$ cat src/rtl/bcd_clock_with_alarm_defines.svh
// ----------------------------------------------------------------------------
// BCD clock with alarm: assertion macros
// Concurrent assertion helpers, empty when SYNTH is defined.
// ----------------------------------------------------------------------------
`ifndef BCD_CLOCK_WITH_ALARM_DEFINES_SVH
`define BCD_CLOCK_WITH_ALARM_DEFINES_SVH

`ifndef SYNTH
`define BCWA_ASSERT_SAME(label, clk, rst_n, ante, cons) \
  label: assert property (@(posedge clk) disable iff (!rst_n) (ante) |-> (cons)) \
    else $error("assertion failed");
`define BCWA_ASSERT_NEXT(label, clk, rst_n, ante, cons) \
  label: assert property (@(posedge clk) disable iff (!rst_n) (ante) |=> (cons)) \
    else $error("assertion failed");
`else
`define BCWA_ASSERT_SAME(label, clk, rst_n, ante, cons)
`define BCWA_ASSERT_NEXT(label, clk, rst_n, ante, cons)
`endif

`endif

$ cat src/rtl/bcwa_pkg.sv
// ----------------------------------------------------------------------------
// BCD clock with alarm: package
// Operation codes, digit limits and the item, time and result types.
// ----------------------------------------------------------------------------
package bcwa_pkg;

  typedef enum logic [2:0] {
    OP_TICK      = 3'd0,
    OP_SET_TIME  = 3'd1,
    OP_SET_ALARM = 3'd2,
    OP_ALARM_EN  = 3'd3,
    OP_SNOOZE    = 3'd4,
    OP_ACK       = 3'd5,
    OP_READ      = 3'd6
  } op_e;

  localparam logic [3:0]  UNITS_MAX      = 4'd9;
  localparam logic [3:0]  TENS_MAX       = 4'd5;
  localparam logic [3:0]  HOUR_TENS_MAX  = 4'd2;
  localparam logic [3:0]  HOUR_UNITS_TOP = 4'd3;
  localparam logic [31:0] TPS_RESET      = 32'd1000;

  typedef struct packed {
    logic [1:0] ht;
    logic [3:0] hu;
    logic [2:0] mt;
    logic [3:0] mu;
    logic [2:0] st;
    logic [3:0] su;
  } time_t;

  typedef struct packed {
    time_t next;
    logic  minute_step;
  } step_t;

  typedef struct packed {
    logic [2:0] operation;
    logic [3:0] hour_tens;
    logic [3:0] hour_units;
    logic [3:0] minute_tens;
    logic [3:0] minute_units;
    logic [3:0] second_tens;
    logic [3:0] second_units;
    logic       enable_flag;
    logic [7:0] snooze_minutes;
  } item_t;

  typedef struct packed {
    time_t cur;
    logic  time_is_valid;
    logic  alarm_is_enabled;
    logic  alarm_ringing;
    logic  accepted;
  } result_t;

endpackage

$ cat src/rtl/bcwa_in_if.sv
// ----------------------------------------------------------------------------
// BCD clock with alarm: input channel
// Valid/ready channel carrying one operation and its operands.
// ----------------------------------------------------------------------------
interface bcwa_in_if;
  logic       valid;
  logic       ready;
  logic [2:0] operation;
  logic [3:0] hour_tens;
  logic [3:0] hour_units;
  logic [3:0] minute_tens;
  logic [3:0] minute_units;
  logic [3:0] second_tens;
  logic [3:0] second_units;
  logic       enable_flag;
  logic [7:0] snooze_minutes;

  modport source (
    output valid, operation, hour_tens, hour_units, minute_tens, minute_units,
           second_tens, second_units, enable_flag, snooze_minutes,
    input  ready
  );

  modport sink (
    input  valid, operation, hour_tens, hour_units, minute_tens, minute_units,
           second_tens, second_units, enable_flag, snooze_minutes,
    output ready
  );
endinterface

$ cat src/rtl/bcwa_out_if.sv
// ----------------------------------------------------------------------------
// BCD clock with alarm: result channel
// Valid/ready channel carrying the clock status after one transaction.
// ----------------------------------------------------------------------------
interface bcwa_out_if;
  logic       valid;
  logic       ready;
  logic [1:0] cur_hour_tens;
  logic [3:0] cur_hour_units;
  logic [2:0] cur_minute_tens;
  logic [3:0] cur_minute_units;
  logic [2:0] cur_second_tens;
  logic [3:0] cur_second_units;
  logic       time_is_valid;
  logic       alarm_is_enabled;
  logic       alarm_ringing;
  logic       accepted;

  modport source (
    output valid, cur_hour_tens, cur_hour_units, cur_minute_tens, cur_minute_units,
           cur_second_tens, cur_second_units, time_is_valid, alarm_is_enabled,
           alarm_ringing, accepted,
    input  ready
  );

  modport sink (
    input  valid, cur_hour_tens, cur_hour_units, cur_minute_tens, cur_minute_units,
           cur_second_tens, cur_second_units, time_is_valid, alarm_is_enabled,
           alarm_ringing, accepted,
    output ready
  );
endinterface

$ cat src/rtl/bcd_clock_with_alarm.sv
// ----------------------------------------------------------------------------
// BCD clock with alarm: top level
// 24-hour BCD clock with tick prescaler, alarm latch and snooze countdown.
// ----------------------------------------------------------------------------
// Each transaction on in_i yields exactly one result on out_o, in order. The
// block takes one transaction per cycle while out_o is not stalled: an input
// register feeds a single pass of BCD carry, prescaler compare and alarm
// compare logic that writes the result register, which drives out_o. Write
// ticks_per_second through cfg_we_i and cfg_data_i only while no transaction
// is in flight; it resets to 1000.
`include "bcd_clock_with_alarm_defines.svh"

module bcd_clock_with_alarm (
  input  logic        clk_i,
  input  logic        rst_ni,
  input  logic        cfg_we_i,
  input  logic [31:0] cfg_data_i,
  bcwa_in_if.sink     in_i,
  bcwa_out_if.source  out_o
);

  bcwa_pkg::item_t   in_q;
  bcwa_pkg::result_t res_d, res_q;
  logic              in_valid_q;
  logic              out_valid_q;
  logic              advance;
  logic [31:0]       tps_q;

  assign advance  = in_valid_q && (!out_valid_q || out_o.ready);
  assign in_i.ready = !in_valid_q || advance;

  always_ff @(posedge clk_i or negedge rst_ni) begin
    if (!rst_ni) begin
      in_valid_q  <= 1'b0;
      out_valid_q <= 1'b0;
      tps_q       <= bcwa_pkg::TPS_RESET;
    end else begin
      if (in_i.ready) begin
        in_valid_q <= in_i.valid;
      end
      if (advance) begin
        out_valid_q <= 1'b1;
      end else if (out_o.ready) begin
        out_valid_q <= 1'b0;
      end
      if (cfg_we_i) begin
        tps_q <= cfg_data_i;
      end
    end
  end

  always_ff @(posedge clk_i) begin
    if (in_i.ready && in_i.valid) begin
      in_q <= '{operation:      in_i.operation,
                hour_tens:      in_i.hour_tens,
                hour_units:     in_i.hour_units,
                minute_tens:    in_i.minute_tens,
                minute_units:   in_i.minute_units,
                second_tens:    in_i.second_tens,
                second_units:   in_i.second_units,
                enable_flag:    in_i.enable_flag,
                snooze_minutes: in_i.snooze_minutes};
    end
    if (advance) begin
      res_q <= res_d;
    end
  end

  bcwa_core u_core (
    .clk_i    (clk_i),
    .rst_ni   (rst_ni),
    .take_i   (advance),
    .item_i   (in_q),
    .tps_i    (tps_q),
    .result_o (res_d)
  );

  assign out_o.valid            = out_valid_q;
  assign out_o.cur_hour_tens    = res_q.cur.ht;
  assign out_o.cur_hour_units   = res_q.cur.hu;
  assign out_o.cur_minute_tens  = res_q.cur.mt;
  assign out_o.cur_minute_units = res_q.cur.mu;
  assign out_o.cur_second_tens  = res_q.cur.st;
  assign out_o.cur_second_units = res_q.cur.su;
  assign out_o.time_is_valid    = res_q.time_is_valid;
  assign out_o.alarm_is_enabled = res_q.alarm_is_enabled;
  assign out_o.alarm_ringing    = res_q.alarm_ringing;
  assign out_o.accepted         = res_q.accepted;

  `BCWA_ASSERT_NEXT(a_advance_fills_out, clk_i, rst_ni, advance, out_valid_q)
  `BCWA_ASSERT_NEXT(a_stalled_item_kept, clk_i, rst_ni, in_valid_q && !advance, in_valid_q)
  `BCWA_ASSERT_SAME(a_hour_in_range, clk_i, rst_ni, out_valid_q,
                    (res_q.cur.ht != 2'd3) && ((res_q.cur.ht != 2'd2) || (res_q.cur.hu <= 4'd3)))

endmodule

$ cat src/rtl/bcwa_time_step.sv
// ----------------------------------------------------------------------------
// BCD clock with alarm: one-second step
// Advances HH:MM:SS by one second with BCD carries and 24-hour wrap.
// ----------------------------------------------------------------------------
module bcwa_time_step (
  input  bcwa_pkg::time_t time_i,
  output bcwa_pkg::step_t step_o
);

  always_comb begin
    step_o.next        = time_i;
    step_o.minute_step = 1'b0;
    if (time_i.su < bcwa_pkg::UNITS_MAX) begin
      step_o.next.su = time_i.su + 4'd1;
    end else begin
      step_o.next.su = '0;
      if ({1'b0, time_i.st} < bcwa_pkg::TENS_MAX) begin
        step_o.next.st = time_i.st + 3'd1;
      end else begin
        step_o.next.st     = '0;
        step_o.minute_step = 1'b1;
        if (time_i.mu < bcwa_pkg::UNITS_MAX) begin
          step_o.next.mu = time_i.mu + 4'd1;
        end else begin
          step_o.next.mu = '0;
          if ({1'b0, time_i.mt} < bcwa_pkg::TENS_MAX) begin
            step_o.next.mt = time_i.mt + 3'd1;
          end else begin
            step_o.next.mt = '0;
            if ({2'b00, time_i.ht} < bcwa_pkg::HOUR_TENS_MAX) begin
              if (time_i.hu < bcwa_pkg::UNITS_MAX) begin
                step_o.next.hu = time_i.hu + 4'd1;
              end else begin
                step_o.next.hu = '0;
                step_o.next.ht = time_i.ht + 2'd1;
              end
            end else if (time_i.hu < bcwa_pkg::HOUR_UNITS_TOP) begin
              step_o.next.hu = time_i.hu + 4'd1;
            end else begin
              step_o.next.hu = '0;
              step_o.next.ht = '0;
            end
          end
        end
      end
    end
  end

endmodule

$ cat src/rtl/bcwa_core.sv
// ----------------------------------------------------------------------------
// BCD clock with alarm: clock state
// Holds time, alarm, snooze and prescaler; applies one operation per cycle when take_i is set.
// ----------------------------------------------------------------------------
module bcwa_core (
  input  logic              clk_i,
  input  logic              rst_ni,
  input  logic              take_i,
  input  bcwa_pkg::item_t   item_i,
  input  logic [31:0]       tps_i,
  output bcwa_pkg::result_t result_o
);

  bcwa_pkg::time_t time_q, time_d;
  bcwa_pkg::time_t alarm_q, alarm_d;
  bcwa_pkg::time_t set_time;
  bcwa_pkg::step_t step;
  logic            valid_q, valid_d;
  logic            en_q, en_d;
  logic            latch_q, latch_d;
  logic [7:0]      snooze_q, snooze_d;
  logic [31:0]     tick_q, tick_d;
  logic [31:0]     tick_inc;
  logic            digits_ok;
  logic            accepted;

  bcwa_time_step u_step (
    .time_i (time_q),
    .step_o (step)
  );

  always_comb begin
    digits_ok = (item_i.second_units <= bcwa_pkg::UNITS_MAX) &&
                (item_i.second_tens  <= bcwa_pkg::TENS_MAX) &&
                (item_i.minute_units <= bcwa_pkg::UNITS_MAX) &&
                (item_i.minute_tens  <= bcwa_pkg::TENS_MAX);
    if (item_i.hour_tens < bcwa_pkg::HOUR_TENS_MAX) begin
      digits_ok = digits_ok && (item_i.hour_units <= bcwa_pkg::UNITS_MAX);
    end else if (item_i.hour_tens == bcwa_pkg::HOUR_TENS_MAX) begin
      digits_ok = digits_ok && (item_i.hour_units <= bcwa_pkg::HOUR_UNITS_TOP);
    end else begin
      digits_ok = 1'b0;
    end
  end

  assign set_time = '{ht: item_i.hour_tens[1:0],   hu: item_i.hour_units,
                      mt: item_i.minute_tens[2:0], mu: item_i.minute_units,
                      st: item_i.second_tens[2:0], su: item_i.second_units};
  assign tick_inc = tick_q + 32'd1;

  always_comb begin
    time_d   = time_q;
    alarm_d  = alarm_q;
    valid_d  = valid_q;
    en_d     = en_q;
    latch_d  = latch_q;
    snooze_d = snooze_q;
    tick_d   = tick_q;
    accepted = 1'b1;
    case (bcwa_pkg::op_e'(item_i.operation))
      bcwa_pkg::OP_TICK: begin
        tick_d = tick_inc;
        if (tick_inc == tps_i) begin
          tick_d = '0;
          time_d = step.next;
          if (step.minute_step && (snooze_q != 8'd0)) begin
            snooze_d = snooze_q - 8'd1;
          end
          if (en_q && (step.next == alarm_q)) begin
            latch_d = 1'b1;
          end
        end
      end
      bcwa_pkg::OP_SET_TIME: begin
        accepted = digits_ok;
        if (digits_ok) begin
          time_d  = set_time;
          valid_d = 1'b1;
        end
      end
      bcwa_pkg::OP_SET_ALARM: begin
        accepted = digits_ok;
        if (digits_ok) begin
          alarm_d = set_time;
          en_d    = 1'b1;
        end
      end
      bcwa_pkg::OP_ALARM_EN: en_d     = item_i.enable_flag;
      bcwa_pkg::OP_SNOOZE:   snooze_d = item_i.snooze_minutes;
      bcwa_pkg::OP_ACK:      latch_d  = 1'b0;
      default: ;
    endcase
  end

  assign result_o = '{cur:              time_d,
                      time_is_valid:    valid_d,
                      alarm_is_enabled: en_d,
                      alarm_ringing:    latch_d && (snooze_d == 8'd0),
                      accepted:         accepted};

  always_ff @(posedge clk_i or negedge rst_ni) begin
    if (!rst_ni) begin
      time_q   <= '0;
      alarm_q  <= '0;
      valid_q  <= 1'b0;
      en_q     <= 1'b0;
      latch_q  <= 1'b0;
      snooze_q <= '0;
      tick_q   <= '0;
    end else if (take_i) begin
      time_q   <= time_d;
      alarm_q  <= alarm_d;
      valid_q  <= valid_d;
      en_q     <= en_d;
      latch_q  <= latch_d;
      snooze_q <= snooze_d;
      tick_q   <= tick_d;
    end
  end

endmodule

$ cat src/flat_wrapper.sv
// flat-port wrapper written by rule: the top's interface ports become plain ports
module bcd_clock_with_alarm_flat 
  (clk_i, rst_ni, cfg_we_i, cfg_data_i, in_i_valid, in_i_operation, in_i_hour_tens, in_i_hour_units, in_i_minute_tens, in_i_minute_units, in_i_second_tens, in_i_second_units, in_i_enable_flag, in_i_snooze_minutes, in_i_ready, out_o_valid, out_o_cur_hour_tens, out_o_cur_hour_units, out_o_cur_minute_tens, out_o_cur_minute_units, out_o_cur_second_tens, out_o_cur_second_units, out_o_time_is_valid, out_o_alarm_is_enabled, out_o_alarm_ringing, out_o_accepted, out_o_ready);
  bcwa_in_if in_i_i ();
  bcwa_out_if out_o_i ();
  input  logic clk_i;
  input  logic rst_ni;
  input  logic cfg_we_i;
  input  logic [31:0] cfg_data_i;
  input wire logic [$bits(in_i_i.valid)-1:0] in_i_valid;
  input wire logic [$bits(in_i_i.operation)-1:0] in_i_operation;
  input wire logic [$bits(in_i_i.hour_tens)-1:0] in_i_hour_tens;
  input wire logic [$bits(in_i_i.hour_units)-1:0] in_i_hour_units;
  input wire logic [$bits(in_i_i.minute_tens)-1:0] in_i_minute_tens;
  input wire logic [$bits(in_i_i.minute_units)-1:0] in_i_minute_units;
  input wire logic [$bits(in_i_i.second_tens)-1:0] in_i_second_tens;
  input wire logic [$bits(in_i_i.second_units)-1:0] in_i_second_units;
  input wire logic [$bits(in_i_i.enable_flag)-1:0] in_i_enable_flag;
  input wire logic [$bits(in_i_i.snooze_minutes)-1:0] in_i_snooze_minutes;
  output wire logic [$bits(in_i_i.ready)-1:0] in_i_ready;
  output wire logic [$bits(out_o_i.valid)-1:0] out_o_valid;
  output wire logic [$bits(out_o_i.cur_hour_tens)-1:0] out_o_cur_hour_tens;
  output wire logic [$bits(out_o_i.cur_hour_units)-1:0] out_o_cur_hour_units;
  output wire logic [$bits(out_o_i.cur_minute_tens)-1:0] out_o_cur_minute_tens;
  output wire logic [$bits(out_o_i.cur_minute_units)-1:0] out_o_cur_minute_units;
  output wire logic [$bits(out_o_i.cur_second_tens)-1:0] out_o_cur_second_tens;
  output wire logic [$bits(out_o_i.cur_second_units)-1:0] out_o_cur_second_units;
  output wire logic [$bits(out_o_i.time_is_valid)-1:0] out_o_time_is_valid;
  output wire logic [$bits(out_o_i.alarm_is_enabled)-1:0] out_o_alarm_is_enabled;
  output wire logic [$bits(out_o_i.alarm_ringing)-1:0] out_o_alarm_ringing;
  output wire logic [$bits(out_o_i.accepted)-1:0] out_o_accepted;
  input wire logic [$bits(out_o_i.ready)-1:0] out_o_ready;
  assign in_i_i.valid = in_i_valid;
  assign in_i_i.operation = in_i_operation;
  assign in_i_i.hour_tens = in_i_hour_tens;
  assign in_i_i.hour_units = in_i_hour_units;
  assign in_i_i.minute_tens = in_i_minute_tens;
  assign in_i_i.minute_units = in_i_minute_units;
  assign in_i_i.second_tens = in_i_second_tens;
  assign in_i_i.second_units = in_i_second_units;
  assign in_i_i.enable_flag = in_i_enable_flag;
  assign in_i_i.snooze_minutes = in_i_snooze_minutes;
  assign in_i_ready = in_i_i.ready;
  assign out_o_valid = out_o_i.valid;
  assign out_o_cur_hour_tens = out_o_i.cur_hour_tens;
  assign out_o_cur_hour_units = out_o_i.cur_hour_units;
  assign out_o_cur_minute_tens = out_o_i.cur_minute_tens;
  assign out_o_cur_minute_units = out_o_i.cur_minute_units;
  assign out_o_cur_second_tens = out_o_i.cur_second_tens;
  assign out_o_cur_second_units = out_o_i.cur_second_units;
  assign out_o_time_is_valid = out_o_i.time_is_valid;
  assign out_o_alarm_is_enabled = out_o_i.alarm_is_enabled;
  assign out_o_alarm_ringing = out_o_i.alarm_ringing;
  assign out_o_accepted = out_o_i.accepted;
  assign out_o_i.ready = out_o_ready;
  bcd_clock_with_alarm u_core (.clk_i(clk_i), .rst_ni(rst_ni), .cfg_we_i(cfg_we_i), .cfg_data_i(cfg_data_i), .in_i(in_i_i), .out_o(out_o_i));
endmodule
$ cat config.mk
export PLATFORM = sky130hd
export DESIGN_NAME = bcd_clock_with_alarm_flat
export DESIGN_NICKNAME = d
export VERILOG_FILES = /design/src/rtl/bcwa_pkg.sv /design/src/rtl/bcwa_in_if.sv /design/src/rtl/bcwa_out_if.sv /design/src/rtl/bcd_clock_with_alarm.sv /design/src/rtl/bcwa_time_step.sv /design/src/rtl/bcwa_core.sv /design/src/flat_wrapper.sv
export VERILOG_INCLUDE_DIRS = /design/src /design/src/rtl
export SDC_FILE = /design/constraint.sdc
export NUM_CORES = 1
export LEC_CHECK = 0
export BUFFER_PORTS_ARGS = -buffer_cell sky130_fd_sc_hd__buf_2
export CAP_MARGIN = 20
export CORE_MARGIN = 2
export CORE_UTILIZATION = 48
export DETAILED_ROUTE_END_ITERATION = 8
export HOLD_SLACK_MARGIN = 0.08
export MAX_ROUTING_LAYER = met4
export PLACE_DENSITY_LB_ADDON = 0.08
export SLEW_MARGIN = 0
export SYNTH_ARGS = -nofsm -noshare
export SYNTH_HDL_FRONTEND = slang
export SYNTH_SLANG_ARGS = --single-unit
$ cat constraint.sdc
create_clock -name clk_i -period 4.8 [get_ports clk_i]
set_clock_uncertainty 0.05 [all_clocks]
set_input_delay 0.48 -clock clk_i [delete_from_list [all_inputs] [get_ports clk_i]]
set_output_delay 0.48 -clock clk_i [all_outputs]
set_load 0.03 [all_outputs]
==> flow_metrics.py, run 1 <==
metrics = {
    "global_route": {
        "globalRouteTotalUtil": 0.256,
        "met1_usage": 0.391,
        "overflow": 0,
        "pin_count_of_the_biggest_net_entering_global_routing": 71,
        "grt_first_pass_wirelength_um": 42400,
        "grt_util_met3": 0.0350,
        "number_of_global_route_vias_before_repair": 7525,
        "grt_antenna_before_repair": 0,
        "met2_grt_util": 0.353,
        "top_usage_layer": "met1",
    },
    "detailed_routing": {
        "initialDrtViolationCount": 827,
        "detailroute.via_count": 8033,
        "firstDrtPassIters": 5,
        "wirelength_um": 26600,
        "vias_per_cell": 6.08,
        "post-route-drc-count": 0,
        "wire_per_inst_um": 20.2,
        "antenna_violating_nets_post_route": 0,
    },
    "pwr": {
        "cellPowerDensity_mw_per_mm2": 349,
        "total_leakage_power_uw": 0.00460,
        "peak_supply_drop_mv": 0.227,
    },
    "status": {
        "run_status": "finished, final reports clean",
    },
    "clock_network": {
        "post_cts.repair.setup_buffers": 0,
        "clock_tree.buffer_depth": 2,
        "cts_made_buffers": 17,
        "tritoncts": "done",
        "clkTransAtPathRegs_ps": 80,
        "insertion_delay_ps": 440,
        "cts_resized": 0,
        "clock_sinks": 177,
        "cts_max_level": 4,
        "clock-root-buffer": "sky130_fd_sc_hd__clkbuf_16",
        "ctsHoldBuffers": 0,
    },
    "timing": {
        "rsz0062_at_grt": "false",
        "period_minus_slack_ps": 4250,
        "post_route_hold_slack_ps": 139,
        "worst_pin_slew_ps": 958,
        "timing.final.ws_setup_ps": 550,
        "final-setup-viol-count": 0,
        "timing.final.hold_violations": 0,
        "tns_ps": 0,
        "report.final.slew_viol_count": 0,
        "max_slew_margin": 0.361,
        "fmaxAchievable_mhz": 235,
        "period_utilization": 0.885,
    },
    "die": {
        "coreArea_mm2": 0.0204,
        "floorplan.initialDensity": 0.491,
        "floorplan.die.width_um": 148,
        "top_level_ports": 99,
        "fp.dieH_um": 148,
        "row_count": 52,
        "design.die.area_mm2": 0.0220,
    },
    "synth": {
        "synth_area_in_adders": 0.0138,
        "yosys_most_used_dff": "sky130_fd_sc_hd__dfrtp_1",
        "synth_top_family_by_area": "simple AND/OR/NAND/NOR gates",
        "number_of_instances_in_the_synthesized_netlist": 958,
        "area_fraction_in_compound_gates_after_synthesis": 0.162,
        "synthSimpleGateAreaFrac": 0.175,
        "syn_area_mm2": 0.0100,
        "ys_ff_latch": 177,
        "seq_total_area_yosys": 0.474,
        "syn-mean-instance-area_um2": 10.4,
        "ys_warn_count": 0,
        "synth-edff-count": 60,
        "syn_nets": 1042,
        "ys_async_sr_fraction": 0.661,
        "synthXorXnorAreaFrac": 0.0523,
        "yosys-mux-area-fraction": 0.0835,
        "yosysUniqueCellTypes": 91,
    },
    "layout": {
        "fillCellCount": 1757,
        "final_core_util": 0.557,
        "antenna-diode-count": 0,
        "signed_area_change_from_the_synthesized_netlist_to_the_final_layout_pct": 13.5,
        "drive_above_1_share": 0.244,
        "finish.instance_area_mm2": 0.0113,
        "finish.net_count": 1122,
    },
    "critical_path": {
        "critical_path_rt_ps": 4930,
        "max_fanout_on_critical_path": 12,
        "crit_arrival_ps": 4380,
        "top_cell_family_by_delay_on_the_critical_path": "simple AND/OR/NAND/NOR gates",
        "timing_worst_setup_path_type": "flip-flop to flip-flop",
        "critPathCaptureType": "flip-flop",
        "startpoint_type": "flip-flop",
        "crit_chain": "nand4_2, nor4_1, nand4_1, xnor2_1, a211oi_2, nand2_1, nor2_2, o21ai_2, a222oi_1, inv_1",
        "cell_with_the_largest_stage_delay_on_the_worst_path": "sky130_fd_sc_hd__nor4_1",
        "maximum_cell_stage_delay_along_the_critical_path_ps": 730,
        "critical_path_buf_inv_count": 1,
    },
    "hold_path": {
        "path_category_of_the_worst_min_delay_check": "primary input to async pin",
    },
    "job": {
        "cap_violations": 0,
    },
    "placement": {
        "port_buffers": 98,
        "post-dp-hpwl_um": 18700,
        "gp_congestion": 0.999,
        "dpl_worst_slack_ps": 631,
        "post_dp_cell_area_mm2": 0.0107,
    },
}
==> where the power goes <==
| group | leakage, µW | internal, µW | total [µW] | switching, µW |
|---|---|---|---|---|
| clock | 0.000305 | 760 | 1450 | 692 |
| sequential | 0.00208 | 1700 | 1850 | 145 |
| combinational | 0.00222 | 278 | 658 | 380 |
==> metal layers <==
| layer | up-vias | part of all wire |
|---|---|---|
| met5 | - | 0 |
| li1 | 3758 | - |
| met1 | 3936 | 0.50 |
| met4 | 0 | 0.020 |
| met3 | 39 | 0.062 |
| met2 | 300 | 0.42 |
==> cells in the final DEF, fill, tap and decap left out, types with 25 or more instances in the layout <==
cell type,n
sky130_fd_sc_hd__nor2_1,39
sky130_fd_sc_hd__xnor2_1,31
sky130_fd_sc_hd__edfxtp_1,60
sky130_fd_sc_hd__buf_2,97
sky130_fd_sc_hd__a21oi_1,39
sky130_fd_sc_hd__nand3_1,25
sky130_fd_sc_hd__xor2_1,25
sky130_fd_sc_hd__dfrtp_1,111
sky130_fd_sc_hd__o21ai_0,69
sky130_fd_sc_hd__mux2_2,63
sky130_fd_sc_hd__nand2_1,87
==> logic make-up after synthesis <==
| kind of cell | count (synthesis) |
|---|---|
| AOI/OAI and AO/OA | 246 |
| xor gates and xnor gates | 58 |
| adders and majority gates | 11 |
| buffers and inverters | 85 |
| DFF | 177 |
| muxes | 75 |
| and+or+nand+nor | 306 |
==> state kept, by name, indices dropped and copies added, names as in the netlist, 2 cells and up <==
name                           cells
u_core.u_core.tick_q              32
u_core.u_core.snooze_q             8
u_core.out_o.cur_minute_units      4
u_core.out_o.cur_second_tens       3
u_core.tps_q                      32
u_core.out_o.cur_second_units      4
u_core.u_core.alarm_q             20
u_core.out_o.cur_hour_tens         2
u_core.in_q                       36
u_core.u_core.time_q              20
u_core.out_o.cur_hour_units        4
u_core.out_o.cur_minute_tens       3
==> cell type report <==
class,count,area [µm²],share of cell area
timing repair buffer,121,666,0.0587
multi-input combinational,696,4880,0.430
tap,270,338,0.0298
inverter,25,93.8,0.00827
sequential,177,4740,0.417
clock inverter,15,208,0.0183
clock buffer,17,425,0.0375
==> through the flow <==
step                std cells  power [µW]
floorplan                 958        2310
global placement         1289        2530
detailed placement       1289        2530
CTS                      1321        3990
global route             1321        4140
finish                   1321        3960
==> synth_stat cells, types with 9 or more instances <==
cell	n	area share
sky130_fd_sc_hd__a22oi_1	15	0.011
sky130_fd_sc_hd__nor3_1	24	0.012
sky130_fd_sc_hd__mux2i_1	11	0.011
sky130_fd_sc_hd__edfxtp_1	60	0.18
sky130_fd_sc_hd__nor4_1	14	0.0088
sky130_fd_sc_hd__clkbuf_1	35	0.013
sky130_fd_sc_hd__and2_1	11	0.0069
sky130_fd_sc_hd__o22ai_1	9	0.0056
sky130_fd_sc_hd__o21ai_0	69	0.035
sky130_fd_sc_hd__dfrtp_1	111	0.28
sky130_fd_sc_hd__a31oi_1	18	0.011
sky130_fd_sc_hd__inv_1	24	0.0090
sky130_fd_sc_hd__and4_1	10	0.0088
sky130_fd_sc_hd__nand2_1	87	0.033
sky130_fd_sc_hd__and3_1	13	0.0081
sky130_fd_sc_hd__xnor2_1	31	0.027
sky130_fd_sc_hd__ha_1	11	0.014
sky130_fd_sc_hd__buf_4	11	0.0083
sky130_fd_sc_hd__nor2_1	39	0.015
sky130_fd_sc_hd__nand2b_1	11	0.0069
sky130_fd_sc_hd__o31ai_1	24	0.018
sky130_fd_sc_hd__xor2_1	25	0.022
sky130_fd_sc_hd__nand4_1	16	0.010
sky130_fd_sc_hd__a21oi_1	39	0.020
sky130_fd_sc_hd__mux2_2	63	0.071
sky130_fd_sc_hd__nand3_1	25	0.013
==> worst paths after layout <==
path | startpoint | endpoint | slack (ps) | cells after the start
worst max-delay path | u_core.u_core.tick_q[16]$_DFFE_PN0P_ | u_core.out_o.cur_hour_units[3]$_DFFE_PP_ | 550 | 10
worst min-delay path | rst_ni | u_core.u_core.tick_q[0]$_DFFE_PN0P_ | 140 | 1
worst max register to register | u_core.u_core.tick_q[16]$_DFFE_PN0P_ | u_core.out_o.cur_hour_units[3]$_DFFE_PP_ | 550 | 10
worst min register to register | u_core.u_core.valid_q$_DFFE_PN0P_ | u_core.u_core.valid_q$_DFFE_PN0P_ | 410 | 1
max in group asynchronous | rst_ni | u_core.u_core.tick_q[25]$_DFFE_PN0P_ | 3620 | 2
min in group clk_i | in_i_hour_tens[2] | u_core.in_q[31]$_DFFE_PP_ | 160 | 1
No activity file was read; power rests on OpenSTA's default activity.
==> run 2: changes to the inputs <==
Settings changed: CTS_CLUSTER_DIAMETER set to 40.
Clock period 4.8 ns to 5.46 ns, I/O delays scaled along.
==> run 2 against run 1 <==
Net effect: non-clock buffer count shrank 9; sequential share of layout area grew 0.29 points; flip-flop and latch count did not move; first-iteration DRC count fell by 12%; combinational power shrank 13%; critical path depth unchanged; global-route usage rose by 0.092 points; core utilization is 0.39 points lower; clock-buffer cell count unchanged; via count about the same; worst setup slack gained 530 ps; wire length grew 0.91%; critical path type unchanged.
==> flow_metrics.py, run 2 (synthesized netlist as in run 1, its figures left out) <==
metrics = {
    "layout": {
        "finish.net_count": 1113,
        "finish.instance_area_mm2": 0.0113,
        "fillCellCount": 1803,
        "signed_area_change_from_the_synthesized_netlist_to_the_final_layout_pct": 12.7,
        "antenna-diode-count": 0,
        "largest-register": "u_core.in_q",
        "largest_register_ff_count": 36,
        "regs_by_ff_count": "u_core.in_q: 36 flops, u_core.tps_q: 32 flops, u_core.u_core.tick_q: 32 flops",
        "final_common_cell": "sky130_fd_sc_hd__dfrtp_1",
        "drive_above_1_share": 0.237,
        "final_core_util": 0.553,
        "mostFrequentLayoutCells": "111 x sky130_fd_sc_hd__dfrtp_1, 97 x sky130_fd_sc_hd__buf_2, 87 x sky130_fd_sc_hd__nand2_1, 69 x sky130_fd_sc_hd__o21ai_0, 63 x sky130_fd_sc_hd__mux2_2",
    },
    "critical_path": {
        "critPathCaptureType": "flip-flop",
        "crit_arrival_ps": 4660,
        "ff2ff_path_depth": 10,
        "timing_worst_setup_path_type": "flip-flop to flip-flop",
        "max_fanout_on_critical_path": 12,
        "startpoint_type": "flip-flop",
        "critical_path_rt_ps": 5730,
    },
    "clock_network": {
        "post_cts.repair.setup_buffers": 0,
        "clkTransAtPathRegs_ps": 80,
        "tritoncts": "done",
        "ctsHoldBuffers": 0,
        "cts_resized": 0,
        "clock_sinks": 177,
        "cts_max_level": 4,
        "clock-root-buffer": "sky130_fd_sc_hd__clkbuf_16",
        "insertion_delay_ps": 450,
        "cts_made_buffers": 17,
        "clock_tree.buffer_depth": 2,
    },
    "global_route": {
        "pin_count_of_the_biggest_net_entering_global_routing": 74,
        "overflow": 0,
        "grt_first_pass_wirelength_um": 42800,
        "globalRouteTotalUtil": 0.257,
        "number_of_global_route_vias_before_repair": 7699,
        "grt_antenna_before_repair": 0,
    },
    "die": {
        "floorplan.initialDensity": 0.491,
        "design.die.area_mm2": 0.0220,
        "row_count": 52,
        "fp.dieH_um": 148,
        "top_level_ports": 99,
        "floorplan.die.width_um": 148,
        "coreArea_mm2": 0.0204,
    },
    "detailed_routing": {
        "detailroute.via_count": 8029,
        "initialDrtViolationCount": 728,
        "wire_per_inst_um": 20.5,
        "post-route-drc-count": 0,
        "firstDrtPassIters": 5,
        "vias_per_cell": 6.12,
        "antenna_violating_nets_post_route": 0,
        "wirelength_um": 26900,
    },
    "timing": {
        "worst_pin_slew_ps": 958,
        "tns_ps": 0,
        "fmaxAchievable_mhz": 228,
        "max_slew_margin": 0.361,
        "period_minus_slack_ps": 4380,
        "report.final.slew_viol_count": 0,
        "timing.final.hold_violations": 0,
        "period_utilization": 0.802,
        "rsz0062_at_grt": "false",
        "final-setup-viol-count": 0,
    },
    "placement": {
        "port_buffers": 98,
        "gp_congestion": 0.918,
        "post-dp-hpwl_um": 18600,
        "post_dp_cell_area_mm2": 0.0106,
    },
    "hold_path": {
        "path_category_of_the_worst_min_delay_check": "primary input to async pin",
    },
    "job": {
        "cap_violations": 0,
    },
    "pwr": {
        "peak_supply_drop_mv": 0.189,
        "cellPowerDensity_mw_per_mm2": 308,
        "total_leakage_power_uw": 0.00455,
        "overall_power_uw": 3470,
    },
    "status": {
        "run_status": "finished, final reports clean",
    },
}
run 2: changes by cell type in the layout (fill, tap and decap cells not counted), sizes merged:
cell    before  now
buf        121  112
inv         32   33
bufinv       1    0
run 2: final timing paths:
check	slack [ps]	startpoint	end
worst max-delay path	1080	u_core.u_core.tick_q[3]$_DFFE_PN0P_	u_core.u_core.time_q[7]$_DFFE_PN0P_
worst min-delay path	210	rst_ni	u_core.tps_q[1]$_DFFE_PN0P_
worst max register to register	1080	u_core.u_core.tick_q[3]$_DFFE_PN0P_	u_core.u_core.time_q[7]$_DFFE_PN0P_
worst min register to register	420	u_core.u_core.valid_q$_DFFE_PN0P_	u_core.u_core.valid_q$_DFFE_PN0P_
max in group asynchronous	3970	rst_ni	u_core.u_core.time_q[16]$_DFFE_PN0P_
min in group clk_i	220	in_i_hour_tens[3]	u_core.in_q[32]$_DFFE_PP_
run 2: per-layer routing:
metal  wire [µm]  part of all wire  vias to the layer above  global-route usage
met2       11400              0.43                      291               0.356
met5           0                 0                        -                   -
met1       13200              0.49                     3958               0.387
met3        1720             0.064                       30              0.0414
met4         505             0.019                        0              0.0776
li1            -                 -                     3750                   -
run 2: final cells by class:
class	count	area, µm²	area share
multi-input cells	696	4880	0.433
inverters	25	93.8	0.00833
flip-flops and latches	177	4740	0.420
well taps	270	338	0.0300
repair buffers	112	598	0.0531
clock inverters	15	196	0.0174
clock buffers	17	425	0.0377
run 2: through the flow:
step / hold slack, ps / std cells / setup WS, ps
floorplan: 200 / 958 / 1990
global placement: 395 / 1280 / 1290
detailed placement: 400 / 1280 / 1120
CTS: 212 / 1312 / 1080
global route: 200 / 1312 / 679
finish: 207 / 1312 / 1080
run 2: worst max-delay path, stage by stage (launching register included):
cell                       delay, ps
sky130_fd_sc_hd__dfrtp_1         660
sky130_fd_sc_hd__nand4_4         210
sky130_fd_sc_hd__nor4_1          810
sky130_fd_sc_hd__nand4_1         310
sky130_fd_sc_hd__xnor2_1         220
sky130_fd_sc_hd__a211oi_2        380
sky130_fd_sc_hd__nand2_1         370
sky130_fd_sc_hd__nor3_2          690
sky130_fd_sc_hd__a21o_1          210
sky130_fd_sc_hd__a21oi_1          70
sky130_fd_sc_hd__mux2_2          260
run 2: where the power goes:
group / internal (µW) / leakage (µW) / switching (µW)
clock: 629 / 0.000300 / 637
sequential: 1500 / 0.00208 / 131
combinational: 243 / 0.00217 / 332
total: 2370 / 0.00455 / 1100
